--- src/hdl/tac_pkg.sv ---
// Shared types, constants and register map of the temperature alarm controller.
package tac_pkg;

    localparam int TIME_BITS = 32;
    localparam int ADDR_W    = 5;
    localparam int DATA_W    = 32;

    typedef logic [TIME_BITS-1:0] t_time;

    // item modes
    localparam logic [1:0] MODE_TICK   = 2'd0;
    localparam logic [1:0] MODE_INC    = 2'd1;
    localparam logic [1:0] MODE_DEC    = 2'd2;
    localparam logic [1:0] MODE_SAMPLE = 2'd3;

    // reported state codes
    localparam logic [1:0] SYS_INIT  = 2'd0;
    localparam logic [1:0] SYS_MON   = 2'd1;
    localparam logic [1:0] SYS_ADJ   = 2'd2;
    localparam logic [1:0] SYS_ALARM = 2'd3;

    // register indexes (byte address / 4)
    localparam logic [2:0] REG_DEBOUNCE = 3'd0;
    localparam logic [2:0] REG_TIMEOUT  = 3'd1;
    localparam logic [2:0] REG_STEP     = 3'd2;
    localparam logic [2:0] REG_SP_MAX   = 3'd3;
    localparam logic [2:0] REG_SP_MIN   = 3'd4;

    localparam logic [15:0]        RST_DEBOUNCE = 16'd200;
    localparam logic [15:0]        RST_TIMEOUT  = 16'd3000;
    localparam logic [10:0]        RST_STEP     = 11'd80;
    localparam logic signed [11:0] RST_SP_MAX   = 12'sd1600;
    localparam logic signed [11:0] RST_SP_MIN   = -12'sd800;
    localparam logic signed [11:0] RST_SETPOINT = 12'sd400;

    // bar graph thresholds on |setpoint - temperature|
    localparam logic [11:0] BAR_LVL4 = 12'd32;
    localparam logic [11:0] BAR_LVL3 = 12'd80;
    localparam logic [11:0] BAR_LVL2 = 12'd160;
    localparam logic [11:0] BAR_LVL1 = 12'd320;

    localparam logic [3:0] LED_ALL   = 4'hF;
    localparam logic [3:0] LED_THREE = 4'h7;
    localparam logic [3:0] LED_TWO   = 4'h3;
    localparam logic [3:0] LED_ONE   = 4'h1;
    localparam logic [3:0] LED_NONE  = 4'h0;

    typedef enum logic [3:0] {
        ST_INIT  = 4'b0001,
        ST_MON   = 4'b0010,
        ST_ADJ   = 4'b0100,
        ST_ALARM = 4'b1000
    } t_state;

    typedef struct packed {
        logic [15:0]        press_holdoff;
        logic [15:0]        adjust_timeout_ticks;
        logic [10:0]        setpoint_step;
        logic signed [11:0] setpoint_max;
        logic signed [11:0] setpoint_min;
    } t_cfg;

    typedef struct packed {
        logic [1:0]         mode;
        logic signed [11:0] temperature;
    } t_item;

    typedef struct packed {
        logic [3:0]         led_bar;
        logic               buzzer_on;
        logic [1:0]         system_state;
        logic signed [11:0] alarm_setpoint;
        logic               display_update;
        logic               log_record;
    } t_result;

endpackage

--- src/hdl/tac_if.sv ---
// Valid/ready channel interfaces for input items and result items.
interface tac_in_if;
    logic               valid;
    logic               ready;
    logic [1:0]         mode;
    logic signed [11:0] temperature;

    modport source (output valid, output mode, output temperature, input ready);
    modport sink   (input valid, input mode, input temperature, output ready);
endinterface

interface tac_out_if;
    logic               valid;
    logic               ready;
    logic [3:0]         led_bar;
    logic               buzzer_on;
    logic [1:0]         system_state;
    logic signed [11:0] alarm_setpoint;
    logic               display_update;
    logic               log_record;

    modport source (output valid, output led_bar, output buzzer_on, output system_state,
                    output alarm_setpoint, output display_update, output log_record,
                    input ready);
    modport sink   (input valid, input led_bar, input buzzer_on, input system_state,
                    input alarm_setpoint, input display_update, input log_record,
                    output ready);
endinterface

--- src/hdl/temperature_alarm_controller.sv ---
// Temperature alarm controller top level: input register, result register, config port.
// An accepted item is held in the input register; its result is registered in the result
// register, from which it is offered, when the core fires, which waits on a full result register.
// One item per cycle is sustained; the only stall is a full result register not taken.
// Synchronous active-low reset empties both registers, loads register defaults,
// clears time counters and sets the setpoint to 25 degrees in the initialising state.
module temperature_alarm_controller (
    input  logic                       i_clk,
    input  logic                       i_rst_n,
    tac_in_if.sink                     i_in,
    tac_out_if.source                  o_out,
    input  logic                       psel,
    input  logic                       penable,
    input  logic                       pwrite,
    input  logic [tac_pkg::ADDR_W-1:0] paddr,
    input  logic [tac_pkg::DATA_W-1:0] pwdata,
    output logic [tac_pkg::DATA_W-1:0] prdata,
    output logic                       pready
);
    import tac_pkg::*;

    t_cfg    cfg;
    t_item   r_in;
    logic    r_in_valid;
    t_result r_out;
    logic    r_out_valid;
    t_result result;
    logic    advance;
    logic    fire;

    tac_cfg u_cfg (
        .i_clk   (i_clk),
        .i_rst_n (i_rst_n),
        .psel    (psel),
        .penable (penable),
        .pwrite  (pwrite),
        .paddr   (paddr),
        .pwdata  (pwdata),
        .prdata  (prdata),
        .pready  (pready),
        .o_cfg   (cfg)
    );

    tac_core u_core (
        .i_clk    (i_clk),
        .i_rst_n  (i_rst_n),
        .i_cfg    (cfg),
        .i_item   (r_in),
        .i_fire   (fire),
        .o_result (result)
    );

    assign advance    = !r_out_valid || o_out.ready;
    assign fire       = r_in_valid && advance;
    assign i_in.ready = !r_in_valid || advance;

    always_ff @(posedge i_clk) begin
        if (!i_rst_n) begin
            r_in_valid  <= 1'b0;
            r_out_valid <= 1'b0;
        end else begin
            if (i_in.ready) begin
                r_in_valid <= i_in.valid;
            end
            if (advance) begin
                r_out_valid <= r_in_valid;
            end
        end
    end

    always_ff @(posedge i_clk) begin
        if (i_in.valid && i_in.ready) begin
            r_in.mode        <= i_in.mode;
            r_in.temperature <= i_in.temperature;
        end
        if (fire) begin
            r_out <= result;
        end
    end

    assign o_out.valid          = r_out_valid;
    assign o_out.led_bar        = r_out.led_bar;
    assign o_out.buzzer_on      = r_out.buzzer_on;
    assign o_out.system_state   = r_out.system_state;
    assign o_out.alarm_setpoint = r_out.alarm_setpoint;
    assign o_out.display_update = r_out.display_update;
    assign o_out.log_record     = r_out.log_record;

endmodule

--- src/hdl/tac_cfg.sv ---
// APB configuration register file.
module tac_cfg (
    input  logic                       i_clk,
    input  logic                       i_rst_n,
    input  logic                       psel,
    input  logic                       penable,
    input  logic                       pwrite,
    input  logic [tac_pkg::ADDR_W-1:0] paddr,
    input  logic [tac_pkg::DATA_W-1:0] pwdata,
    output logic [tac_pkg::DATA_W-1:0] prdata,
    output logic                       pready,
    output tac_pkg::t_cfg              o_cfg
);
    import tac_pkg::*;

    t_cfg       r_cfg;
    logic       wr_en;
    logic [2:0] reg_idx;

    assign pready  = 1'b1;
    assign wr_en   = psel & penable & pwrite & pready;
    assign reg_idx = paddr[ADDR_W-1:2];
    assign o_cfg   = r_cfg;

    always_ff @(posedge i_clk) begin
        if (!i_rst_n) begin
            r_cfg.press_holdoff        <= RST_DEBOUNCE;
            r_cfg.adjust_timeout_ticks <= RST_TIMEOUT;
            r_cfg.setpoint_step        <= RST_STEP;
            r_cfg.setpoint_max         <= RST_SP_MAX;
            r_cfg.setpoint_min         <= RST_SP_MIN;
        end else if (wr_en) begin
            unique case (reg_idx)
                REG_DEBOUNCE: r_cfg.press_holdoff        <= pwdata[15:0];
                REG_TIMEOUT:  r_cfg.adjust_timeout_ticks <= pwdata[15:0];
                REG_STEP:     r_cfg.setpoint_step        <= pwdata[10:0];
                REG_SP_MAX:   r_cfg.setpoint_max         <= $signed(pwdata[11:0]);
                REG_SP_MIN:   r_cfg.setpoint_min         <= $signed(pwdata[11:0]);
                default: ;
            endcase
        end
    end

    always_comb begin
        unique case (reg_idx)
            REG_DEBOUNCE: prdata = DATA_W'(r_cfg.press_holdoff);
            REG_TIMEOUT:  prdata = DATA_W'(r_cfg.adjust_timeout_ticks);
            REG_STEP:     prdata = DATA_W'(r_cfg.setpoint_step);
            REG_SP_MAX:   prdata = DATA_W'($unsigned(r_cfg.setpoint_max));
            REG_SP_MIN:   prdata = DATA_W'($unsigned(r_cfg.setpoint_min));
            default:      prdata = '0;
        endcase
    end

endmodule

--- src/hdl/tac_core.sv ---
// Controller state: time, debounce, setpoint and the sample state machine.
module tac_core (
    input  logic             i_clk,
    input  logic             i_rst_n,
    input  tac_pkg::t_cfg    i_cfg,
    input  tac_pkg::t_item   i_item,
    input  logic             i_fire,
    output tac_pkg::t_result o_result
);
    import tac_pkg::*;

    t_time              r_tick, n_tick;
    t_time              r_last_inc, n_last_inc;
    t_time              r_last_dec, n_last_dec;
    t_time              r_adj_start, n_adj_start;
    logic signed [11:0] r_setpoint, n_setpoint;
    t_state             r_state, n_state;
    logic               r_blink, n_blink;
    logic [3:0]         r_led, n_led;
    logic               r_buzzer, n_buzzer;

    logic               disp, logr;
    logic               inc_ok, dec_ok, press_ok;
    logic signed [12:0] sp13, t13, step13, inc_sum, dec_diff, sp_gap;
    logic [11:0]        dist_abs;
    logic [3:0]         bar;
    logic               temp_ge;
    logic               timed_out;
    logic [11:0]        inc_val, dec_val;

    assign inc_ok = (r_tick - r_last_inc) > TIME_BITS'(i_cfg.press_holdoff);
    assign dec_ok = (r_tick - r_last_dec) > TIME_BITS'(i_cfg.press_holdoff);
    assign timed_out = (r_tick - r_adj_start) >= TIME_BITS'(i_cfg.adjust_timeout_ticks);

    assign sp13     = {r_setpoint[11], r_setpoint};
    assign t13      = {i_item.temperature[11], i_item.temperature};
    assign step13   = $signed({2'b00, i_cfg.setpoint_step});
    assign inc_sum  = sp13 + step13;
    assign dec_diff = sp13 - step13;
    assign inc_val  = (inc_sum > $signed({i_cfg.setpoint_max[11], i_cfg.setpoint_max})) ?
                      i_cfg.setpoint_max : inc_sum[11:0];
    assign dec_val  = (dec_diff < $signed({i_cfg.setpoint_min[11], i_cfg.setpoint_min})) ?
                      i_cfg.setpoint_min : dec_diff[11:0];
    assign temp_ge  = i_item.temperature >= r_setpoint;
    assign sp_gap   = sp13 - t13;
    assign dist_abs = sp_gap[12] ? 12'(-sp_gap) : sp_gap[11:0];

    always_comb begin
        priority if (dist_abs <= BAR_LVL4) begin
            bar = LED_ALL;
        end else if (dist_abs <= BAR_LVL3) begin
            bar = LED_THREE;
        end else if (dist_abs <= BAR_LVL2) begin
            bar = LED_TWO;
        end else if (dist_abs <= BAR_LVL1) begin
            bar = LED_ONE;
        end else begin
            bar = LED_NONE;
        end
    end

    always_comb begin
        n_tick      = r_tick;
        n_last_inc  = r_last_inc;
        n_last_dec  = r_last_dec;
        n_adj_start = r_adj_start;
        n_setpoint  = r_setpoint;
        n_state     = r_state;
        n_blink     = r_blink;
        n_led       = r_led;
        n_buzzer    = r_buzzer;
        disp        = 1'b0;
        logr        = 1'b0;
        press_ok    = 1'b0;
        unique case (i_item.mode)
            MODE_TICK: begin
                n_tick = r_tick + 1'b1;
            end
            MODE_INC: begin
                if (inc_ok) begin
                    press_ok    = 1'b1;
                    n_last_inc  = r_tick;
                    n_adj_start = r_tick;
                    n_state     = ST_ADJ;
                    n_setpoint  = inc_val;
                end
            end
            MODE_DEC: begin
                if (dec_ok) begin
                    press_ok    = 1'b1;
                    n_last_dec  = r_tick;
                    n_adj_start = r_tick;
                    n_state     = ST_ADJ;
                    n_setpoint  = dec_val;
                end
            end
            MODE_SAMPLE: begin
                unique case (r_state)
                    ST_INIT: begin
                        n_state = ST_MON;
                    end
                    ST_MON: begin
                        n_led    = bar;
                        n_buzzer = 1'b0;
                        disp     = 1'b1;
                        logr     = 1'b1;
                        if (temp_ge) begin
                            n_state = ST_ALARM;
                        end
                    end
                    ST_ADJ: begin
                        n_led    = LED_NONE;
                        n_buzzer = 1'b0;
                        disp     = 1'b1;
                        if (timed_out) begin
                            n_state = temp_ge ? ST_ALARM : ST_MON;
                        end
                    end
                    default: begin
                        n_blink  = ~r_blink;
                        n_led    = {4{~r_blink}};
                        n_buzzer = 1'b1;
                        disp     = 1'b1;
                        logr     = 1'b1;
                        if (!temp_ge) begin
                            n_state = ST_MON;
                        end
                    end
                endcase
            end
            default: ;
        endcase
    end

    always_ff @(posedge i_clk) begin
        if (!i_rst_n) begin
            r_tick      <= '0;
            r_last_inc  <= '0;
            r_last_dec  <= '0;
            r_adj_start <= '0;
            r_setpoint  <= RST_SETPOINT;
            r_state     <= ST_INIT;
            r_blink     <= 1'b0;
            r_led       <= LED_NONE;
            r_buzzer    <= 1'b0;
        end else if (i_fire) begin
            r_tick      <= n_tick;
            r_last_inc  <= n_last_inc;
            r_last_dec  <= n_last_dec;
            r_adj_start <= n_adj_start;
            r_setpoint  <= n_setpoint;
            r_state     <= n_state;
            r_blink     <= n_blink;
            r_led       <= n_led;
            r_buzzer    <= n_buzzer;
        end
    end

    always_comb begin
        o_result.led_bar        = n_led;
        o_result.buzzer_on      = n_buzzer;
        o_result.alarm_setpoint = n_setpoint;
        o_result.display_update = disp;
        o_result.log_record     = logr;
        unique case (n_state)
            ST_MON:   o_result.system_state = SYS_MON;
            ST_ADJ:   o_result.system_state = SYS_ADJ;
            ST_ALARM: o_result.system_state = SYS_ALARM;
            default:  o_result.system_state = SYS_INIT;
        endcase
    end

    a_tick_advance: assert property (@(posedge i_clk) disable iff (!i_rst_n)
        i_fire && i_item.mode == MODE_TICK |=> r_tick == $past(r_tick) + 1'b1)
        else $error("tick did not advance time");

    a_press_adjust: assert property (@(posedge i_clk) disable iff (!i_rst_n)
        i_fire && press_ok |=> r_state == ST_ADJ && r_adj_start == $past(r_tick))
        else $error("accepted press did not enter adjusting");

    a_no_disp_off_sample: assert property (@(posedge i_clk) disable iff (!i_rst_n)
        i_fire && i_item.mode != MODE_SAMPLE |-> !o_result.display_update
                                                 && !o_result.log_record)
        else $error("display or log flagged on a non-sample item");

    a_alarm_buzzer: assert property (@(posedge i_clk) disable iff (!i_rst_n)
        i_fire && i_item.mode == MODE_SAMPLE && r_state == ST_ALARM
        |=> r_buzzer && r_blink != $past(r_blink))
        else $error("alarm sample did not drive buzzer and blink");

endmodule

--- src/flat_wrapper.sv ---
// flat-port wrapper written by rule: the top's interface ports become plain ports
module temperature_alarm_controller_flat import tac_pkg::*;
  (i_clk, i_rst_n, psel, penable, pwrite, paddr, pwdata, prdata, pready, i_in_valid, i_in_mode, i_in_temperature, i_in_ready, o_out_valid, o_out_led_bar, o_out_buzzer_on, o_out_system_state, o_out_alarm_setpoint, o_out_display_update, o_out_log_record, o_out_ready);
  tac_in_if i_in_i ();
  tac_out_if o_out_i ();
  input  logic i_clk;
  input  logic i_rst_n;
  input  logic psel;
  input  logic penable;
  input  logic pwrite;
  input  logic [tac_pkg::ADDR_W-1:0] paddr;
  input  logic [tac_pkg::DATA_W-1:0] pwdata;
  output logic [tac_pkg::DATA_W-1:0] prdata;
  output logic pready;
  input wire logic [$bits(i_in_i.valid)-1:0] i_in_valid;
  input wire logic [$bits(i_in_i.mode)-1:0] i_in_mode;
  input wire logic [$bits(i_in_i.temperature)-1:0] i_in_temperature;
  output wire logic [$bits(i_in_i.ready)-1:0] i_in_ready;
  output wire logic [$bits(o_out_i.valid)-1:0] o_out_valid;
  output wire logic [$bits(o_out_i.led_bar)-1:0] o_out_led_bar;
  output wire logic [$bits(o_out_i.buzzer_on)-1:0] o_out_buzzer_on;
  output wire logic [$bits(o_out_i.system_state)-1:0] o_out_system_state;
  output wire logic [$bits(o_out_i.alarm_setpoint)-1:0] o_out_alarm_setpoint;
  output wire logic [$bits(o_out_i.display_update)-1:0] o_out_display_update;
  output wire logic [$bits(o_out_i.log_record)-1:0] o_out_log_record;
  input wire logic [$bits(o_out_i.ready)-1:0] o_out_ready;
  assign i_in_i.valid = i_in_valid;
  assign i_in_i.mode = i_in_mode;
  assign i_in_i.temperature = i_in_temperature;
  assign i_in_ready = i_in_i.ready;
  assign o_out_valid = o_out_i.valid;
  assign o_out_led_bar = o_out_i.led_bar;
  assign o_out_buzzer_on = o_out_i.buzzer_on;
  assign o_out_system_state = o_out_i.system_state;
  assign o_out_alarm_setpoint = o_out_i.alarm_setpoint;
  assign o_out_display_update = o_out_i.display_update;
  assign o_out_log_record = o_out_i.log_record;
  assign o_out_i.ready = o_out_ready;
  temperature_alarm_controller u_core (.i_clk(i_clk), .i_rst_n(i_rst_n), .i_in(i_in_i), .o_out(o_out_i), .psel(psel), .penable(penable), .pwrite(pwrite), .paddr(paddr), .pwdata(pwdata), .prdata(prdata), .pready(pready));
endmodule
--- config.mk ---
export PLATFORM = sky130hd
export DESIGN_NAME = temperature_alarm_controller_flat
export DESIGN_NICKNAME = d
export VERILOG_FILES = /design/src/hdl/tac_pkg.sv /design/src/hdl/tac_if.sv /design/src/hdl/temperature_alarm_controller.sv /design/src/hdl/tac_cfg.sv /design/src/hdl/tac_core.sv /design/src/flat_wrapper.sv
export SDC_FILE = /design/constraint.sdc
export NUM_CORES = 1
export LEC_CHECK = 0
export BUFFER_PORTS_ARGS = -buffer_cell sky130_fd_sc_hd__buf_2
export CAP_MARGIN = 0
export CORE_AREA = 10 10 237 239
export DETAILED_ROUTE_END_ITERATION = 7
export DIE_AREA = 0 0 247 249
export PLACE_DENSITY = 0.59
export SETUP_SLACK_MARGIN = 0.4
export SLEW_MARGIN = 25
export SYNTH_ARGS = -nofsm -noshare
export SYNTH_HDL_FRONTEND = slang
export SYNTH_SLANG_ARGS = --single-unit
--- constraint.sdc ---
create_clock -name i_clk -period 8.8 [get_ports i_clk]
set_input_delay 1.32 -clock i_clk [delete_from_list [all_inputs] [get_ports i_clk]]
set_output_delay 1.32 -clock i_clk [all_outputs]
set_load 0.02 [all_outputs]
==> results of run 1 <==
cell families (layout without fill, tap and decap cells):
| family | count (synthesis) | after routing | share of synthesized area, % |
|---|---|---|---|
| compound gates | 678 | 678 | 22.0 |
| xor+xnor | 124 | 124 | 5.36 |
| fa+ha+maj | 212 | 212 | 13.3 |
| buf+inv | 359 | 382 | 7.29 |
| flops | 254 | 254 | 26.8 |
| mux | 140 | 140 | 6.93 |
| other cells | 2 | 18 | 0.0371 |
| simple gates | 790 | 790 | 18.2 |
through the flow:
stage	cells	worst slack [ns]	util [%]
floorplan	2574	3.34	-
global placement	3221	1.84	41.2
detailed placement	3221	1.62	41.2
CTS	3277	1.59	43.2
global route	3277	1.51	43.2
finish	3278	1.87	43.2
sequential cells by signal, summed over array words and instances, names as in the netlist:
name and count:
u_core.u_core.r_adj_start 32, u_core.o_out.buzzer_on 1, u_core.u_core.r_tick 32, u_core.r_in 14, u_core.u_core.r_last_dec 32, u_core.u_core.r_blink 1
u_core.u_core.r_led 4, u_core.r_in_valid 1, u_core.o_out.alarm_setpoint 12, u_core.u_cfg.o_cfg 67, u_core.u_core.r_state 4, u_core.o_out.led_bar 4
u_core.o_out.display_update 1, u_core.o_out.system_state 2, u_core.u_core.r_setpoint 12, u_core.u_core.r_buzzer 1, u_core.o_out.log_record 1, u_core.u_core.r_last_inc 32
u_core.o_out.valid 1
layout by cell type (no fill, tap or decap), drive strengths merged, types with 32 or more instances in the layout:
master,count
clkbuf,38
o21ai,101
ha,206
o211ai,51
a21o,32
nand4,37
mux2i,138
edfxtp,35
nand2,253
inv,237
a21oi,225
o21a,42
xnor2,80
dfxtp,219
nand3,46
a22oi,33
xor2,44
buf,91
nor2,265
worst reg2reg max path, cell delays in order (launching register included):
cell,delay (ns)
dfxtp_1,0.35
inv_1,0.16
ha_1,0.19
inv_1,0.05
fa_1,0.40
a21o_1,0.20
a311o_1,0.43
nand2_1,0.15
nand2_1,0.11
a21o_1,0.22
a21oi_1,0.19
xnor2_1,0.11
ha_1,0.30
nand4_1,0.10
nor4_1,0.67
o32ai_1,0.16
or4b_1,0.51
or4_1,0.48
nor4_1,0.30
nand3_1,0.29
o31ai_2,0.26
buf_4,0.24
or2_4,0.55
mux2i_1,0.32
nor2_1,0.05
worst min-delay path by stage:
| stage | endpoint | slack [ns] | from | depth (start not counted) |
|---|---|---|---|---|
| after global routing | u_core.u_cfg.o_cfg[55] | 0.50 | u_core.u_cfg.o_cfg[55] | 2 |
| after floorplan | u_core.u_cfg.o_cfg[23] | 0.44 | u_core.u_cfg.o_cfg[23] | 2 |
| final | u_core.u_cfg.o_cfg[56] | 0.48 | u_core.u_cfg.o_cfg[56] | 2 |
| after detailed placement | u_core.u_cfg.o_cfg[56] | 0.47 | u_core.u_cfg.o_cfg[56] | 2 |
| after global placement | u_core.u_cfg.o_cfg[62] | 0.46 | u_core.u_cfg.o_cfg[62] | 2 |
| after CTS | u_core.u_cfg.o_cfg[56] | 0.48 | u_core.u_cfg.o_cfg[56] | 2 |
layout make-up:
cell class / instances / share of cell area (%)
inverter: 235 / 4.01
timing repair buffer: 91 / 2.21
tap: 680 / 3.85
sequential: 254 / 24.6
multi-input combinational: 1961 / 60.7
clock buffer: 38 / 3.67
antenna: 1 / 0.0113
clock inverter: 18 / 0.944
power by group:
| group | internal, mW | switching, mW | total, mW | leakage [nW] |
|---|---|---|---|---|
| clock network | 0.772 | 0.522 | 1.29 | 0.495 |
| logic | 0.0912 | 0.173 | 0.265 | 7.06 |
| registers | 1.19 | 0.0117 | 1.20 | 2.10 |
routing by layer:
layer  vias up  track usage, %  part of all wire, %
li1       9114               -                    -
met1      8715            26.0                   48
met2       449            29.0                   45
met3        69            1.92                  5.0
met4         0            4.04                  2.0
met5         -               0                    0
==> results_dict.tcl, run 1 <==
set metrics [dict create \
    status "finished clean" \
    skew_ns 0.0169 \
    route.antenna.remaining_nets 0 \
    syn-cell-area_um2 20300 \
    worst_pin_slew_ns 1.01 \
    finalHoldViolCount 0 \
    multi_input_area_um2 13400 \
    synth_edf_count 35 \
    path_delay_family "simple AND/OR/NAND/NOR gates" \
    seqCellArea_um2 5440 \
    rsz0062_at_grt "false" \
    path_depth 24 \
    cp_slowest_cell "nor4_1" \
    clkSlewWorstSetupHoldPaths_ns 0.07 \
    worst_setup_path_end_kind "flop" \
    placed_area_um2 21100 \
    synth_cell_types 96 \
    hold_class "flop to flop" \
    vias 18300 \
    fmax_ghz 0.144 \
    place_congestion 0.921 \
    boundaryPins 114 \
    cp_slowest_stage_delay_ns 0.67 \
    crit_buf_inv 3 \
    ff2ff_path_depth 24 \
    dieArea_um2 61500 \
    vias_per_cell 5.60 \
    fin_crit_ns 6.93 \
    fillCellCount 5186 \
    setup_tns_ns 0 \
    slew_headroom_pct 32.5 \
    cts-resized-gates 0 \
    coreArea_um2 51200 \
    clock_path_buffers 3 \
    critical_path_class "flop to flop" \
    grt_max_degree 99 \
    r2r_end "u_core.u_core.r_last_dec[26]" \
    grt_overflow 0 \
    grt_pass1_wl_um 93100 \
    yosys-top-cells-area "dfxtp_1 (22%), ha_1 (13%), mux2i_1 (6.8%), a21oi_1 (5.5%), edfxtp_1 (5.2%)" \
    min_period_over_period_pct 78.8 \
    drtPass1Iterations 6 \
    dieWidth_um 247 \
    finalSetupViolCount 0 \
    synth_top_area_share_pct 21.6 \
    drive_above_1_share_pct 7.16 \
    slew_viol_final 0 \
    die_h_um 249 \
    io_buffers 78 \
    areaGrowthSynthToFinish_pct 9.20 \
    total_power_mw 2.76 \
    synth-seq-cells 254 \
    avgSynthCellArea_um2 7.92 \
    grt_util_all_layers_pct 18.3 \
    synth_ff_type "dfxtp_1" \
    synth_commonest_cells "nor2_1 (265), nand2_1 (253), inv_1 (234)" \
    antenna_found_initial 0 \
    drc_errors 0 \
    powerDensity_nw_per_um2 125 \
    cts_sinks 254 \
    max_cap_violations 0 \
    async_reset_ff_share_pct 0 \
    regToRegSetupSlack_ns 1.87 \
    cts_made_buffers 30 \
    rows 83 \
    yosysTopAreaCell "dfxtp_1" \
    seq_area_frac_synth_pct 26.8 \
    cp.arrival_ns 7.35 \
    wl_um 58300 \
    start_util_pct 39.6 \
    wl_per_cell_um 17.8 \
    cts_tree "built" \
    leakage_nw 9.66 \
    final_area_um2 22100 \
    hold-worst-slack_ns 0.480 \
    cts_root_buffer "clkbuf_16" \
    synth_most_common_cell "nor2_1" \
    ir_worst_vdd_v 0.000138 \
    crit-reg2reg-launch "u_core.u_core.r_tick[0]" \
    start_kind "flop" \
    yosys_warnings 0 \
    postSynthCellCount 2559 \
    cts_hold_buf 0 \
    crit_path_end "u_core.u_core.r_last_dec[26]" \
    htree_num_levels 1 \
    dp_hpwl_um 45600 \
    grt_pass1_vias 17200 \
    drtIter0Drc 1523 \
    nets 2843 \
    crit_chain "inv_1 > ha_1 > inv_1 > fa_1 > a21o_1 > a311o_1 > nand2_1 > nand2_1 > a21o_1 > a21oi_1 > xnor2_1 > ha_1 > nand4_1 > nor4_1 > o32ai_1 > or4b_1 > or4_1 > nor4_1 > nand3_1 > o31ai_2 > buf_4 > or2_4 > mux2i_1 > nor2_1" \
    crit_required_ns 9.22 \
    clk_latency_ns 0.58 \
    critPathMaxFanout 35 \
    cts_setup_buffers 0 \
    cp-startpoint "u_core.u_core.r_tick[0]" \
]
No activity file was read; power rests on OpenSTA's default activity.
==> run 2: changes to the inputs <==
==> constraint.sdc (replaced) <==
create_clock -name i_clk -period 6.8 [get_ports i_clk]
set_input_delay 1.02 -clock i_clk [delete_from_list [all_inputs] [get_ports i_clk]]
set_output_delay 1.02 -clock i_clk [all_outputs]
set_load 0.02 [all_outputs]
==> run 2 against run 1 <==
Cell count grew 0.55%. Worst hold slack lost 0.0071 ns. Worst setup slack lost 1.1 ns. Core utilization grew 0.54 points. Combinational power grew 31%. Die area is the same. Clock skew is essentially flat. Via count shrank 0.54%. Critical path type unchanged. Largest power group unchanged.
==> results_dict.tcl, run 2 (synthesized netlist as in run 1, its figures left out) <==
set metrics [dict create \
    status "finished clean" \
    cts_sinks 254 \
    crit-reg2reg-launch "u_core.u_core.r_tick[0]" \
    dieWidth_um 247 \
    route.antenna.remaining_nets 0 \
    fmax_ghz 0.166 \
    cts_tree "built" \
    drc_errors 0 \
    final_cell_mix "nor2_1 (265), nand2_1 (253), inv_1 (233), a21oi_1 (223), dfxtp_1 (219)" \
    clkSlewWorstSetupHoldPaths_ns 0.06 \
    leakage_nw 9.80 \
    cts_made_buffers 30 \
    boundaryPins 114 \
    cp_slowest_stage_delay_ns 0.50 \
    slew_headroom_pct 34.4 \
    vias 18200 \
    crit_required_ns 7.13 \
    drtPass1Iterations 6 \
    min_period_over_period_pct 88.8 \
    clk_latency_ns 0.58 \
    areaGrowthSynthToFinish_pct 10.6 \
    fin_util_pct 43.8 \
    die_h_um 249 \
    r2r_end "u_core.o_out.alarm_setpoint[0]" \
    grt_pass1_vias 17100 \
    grt_max_degree 108 \
    final_area_um2 22400 \
    clock_path_buffers 3 \
    coreArea_um2 51200 \
    cts_hold_buf 0 \
    rows 83 \
    drive_above_1_share_pct 8.03 \
    crit_path_end "u_core.o_out.alarm_setpoint[0]" \
    start_kind "flop" \
    dieArea_um2 61500 \
    grt_pass1_wl_um 91700 \
    rsz0062_at_grt "false" \
    wl_um 57700 \
    setup_tns_ns 0 \
    max_cap_violations 0 \
    total_power_mw 3.64 \
    cts_root_buffer "clkbuf_16" \
    fillCellCount 5105 \
    htree_num_levels 1 \
    ir_worst_vdd_v 0.000194 \
    grt_overflow 0 \
    place_congestion 0.922 \
    worst_setup_path_end_kind "flop" \
    powerDensity_nw_per_um2 163 \
    largest_reg_flops 67 \
    regToRegSetupSlack_ns 0.76 \
    antenna_found_initial 0 \
    cp-startpoint "u_core.u_core.r_tick[0]" \
    start_util_pct 39.6 \
    placed_area_um2 21200 \
    finalSetupViolCount 0 \
    critPathMaxFanout 12 \
    finalHoldViolCount 0 \
    nets 2861 \
    hold_class "flop to flop" \
    final_common_cell "nor2_1" \
    worst_pin_slew_ns 0.981 \
    wl_per_cell_um 17.5 \
    dp_hpwl_um 45500 \
    skew_ns 0.0172 \
    drtIter0Drc 1252 \
    critical_path_class "flop to flop" \
    grt_util_all_layers_pct 18.0 \
    slew_viol_final 0 \
    crit_path_frequent_cell "buf_4" \
    io_buffers 78 \
    ff2ff_path_depth 25 \
    cp.arrival_ns 6.37 \
    fin_crit_ns 6.04 \
    vias_per_cell 5.54 \
    cp_slowest_cell "or4_1" \
]
==> run 2: layout make-up <==
| cell class | instances | area, um^2 | area share [%] |
|---|---|---|---|
| Sequential cell | 254 | 5440 | 24.3 |
| Clock inverter | 19 | 270 | 1.21 |
| Inverter | 235 | 887 | 3.96 |
| Timing Repair Buffer | 109 | 661 | 2.95 |
| Tap cell | 680 | 851 | 3.80 |
| Antenna cell | 1 | 2.50 | 0.0112 |
| Multi-Input combinational cell | 1961 | 13500 | 60.2 |
| Clock buffer | 37 | 807 | 3.60 |
==> run 2: power breakdown <==
group	switching, mW	internal (mW)	leakage, nW
registers	0.0155	1.54	2.10
logic	0.225	0.122	7.18
clock network	0.666	1.07	0.517
total	0.907	2.74	9.80
==> run 2: worst max-delay path, delay by kind of cell, from the launching register on <==
kind / cells / cell delay, ns
AND/OR/NAND/NOR: 8 / 2.15
AO/OA/AOI/OAI: 8 / 1.66
XOR/XNOR: 1 / 0.09
buffers and inverters: 5 / 0.65
flip-flops: 1 / 0.35
adder cells (fa/ha/maj): 3 / 0.87
==> run 2: how the worst min path moves through the flow <==
| stage | start | to | slack [ns] | cells past startpoint |
|---|---|---|---|---|
| 2_1_floorplan | u_core.u_cfg.o_cfg[23] | u_core.u_cfg.o_cfg[23] | 0.44 | 2 |
| 3_3_place_gp | u_core.u_cfg.o_cfg[64] | u_core.u_cfg.o_cfg[64] | 0.46 | 2 |
| 3_5_place_dp | u_core.u_cfg.o_cfg[66] | u_core.u_cfg.o_cfg[66] | 0.47 | 2 |
| 4_1_cts | u_core.u_cfg.o_cfg[66] | u_core.u_cfg.o_cfg[66] | 0.48 | 2 |
| 5_1_grt | u_core.u_cfg.o_cfg[65] | u_core.u_cfg.o_cfg[65] | 0.50 | 2 |
| 6_report | u_core.u_cfg.o_cfg[65] | u_core.u_cfg.o_cfg[65] | 0.47 | 2 |
==> run 2: what timing repair did <==
action,CTS,global route
setup buffers,0,4
endpoints found under the hold margin,0,0
setup endpoints to repair,0,108
resized for setup,0,8
==> run 2: routing by layer <==
metal / track usage (%) / up-vias / wire (um)
met4: 3.95 / 0 / 1250
met5: 0 / - / 0
met3: 1.75 / 73 / 2510
met2: 29.1 / 437 / 26100
li1: - / 9128 / -
met1: 25.2 / 8610 / 27800
==> run 2: through the flow <==
| stage | std cells | setup slack, ns | hold WS, ns |
|---|---|---|---|
| after CTS | 3291 | 0.523 | 0.476 |
| after global placement | 3235 | 0.632 | 0.462 |
| after global routing | 3295 | 0.427 | 0.498 |
| after detailed placement | 3235 | 0.588 | 0.467 |
| final | 3296 | 0.759 | 0.473 |
| after floorplan | 2574 | 1.34 | 0.445 |
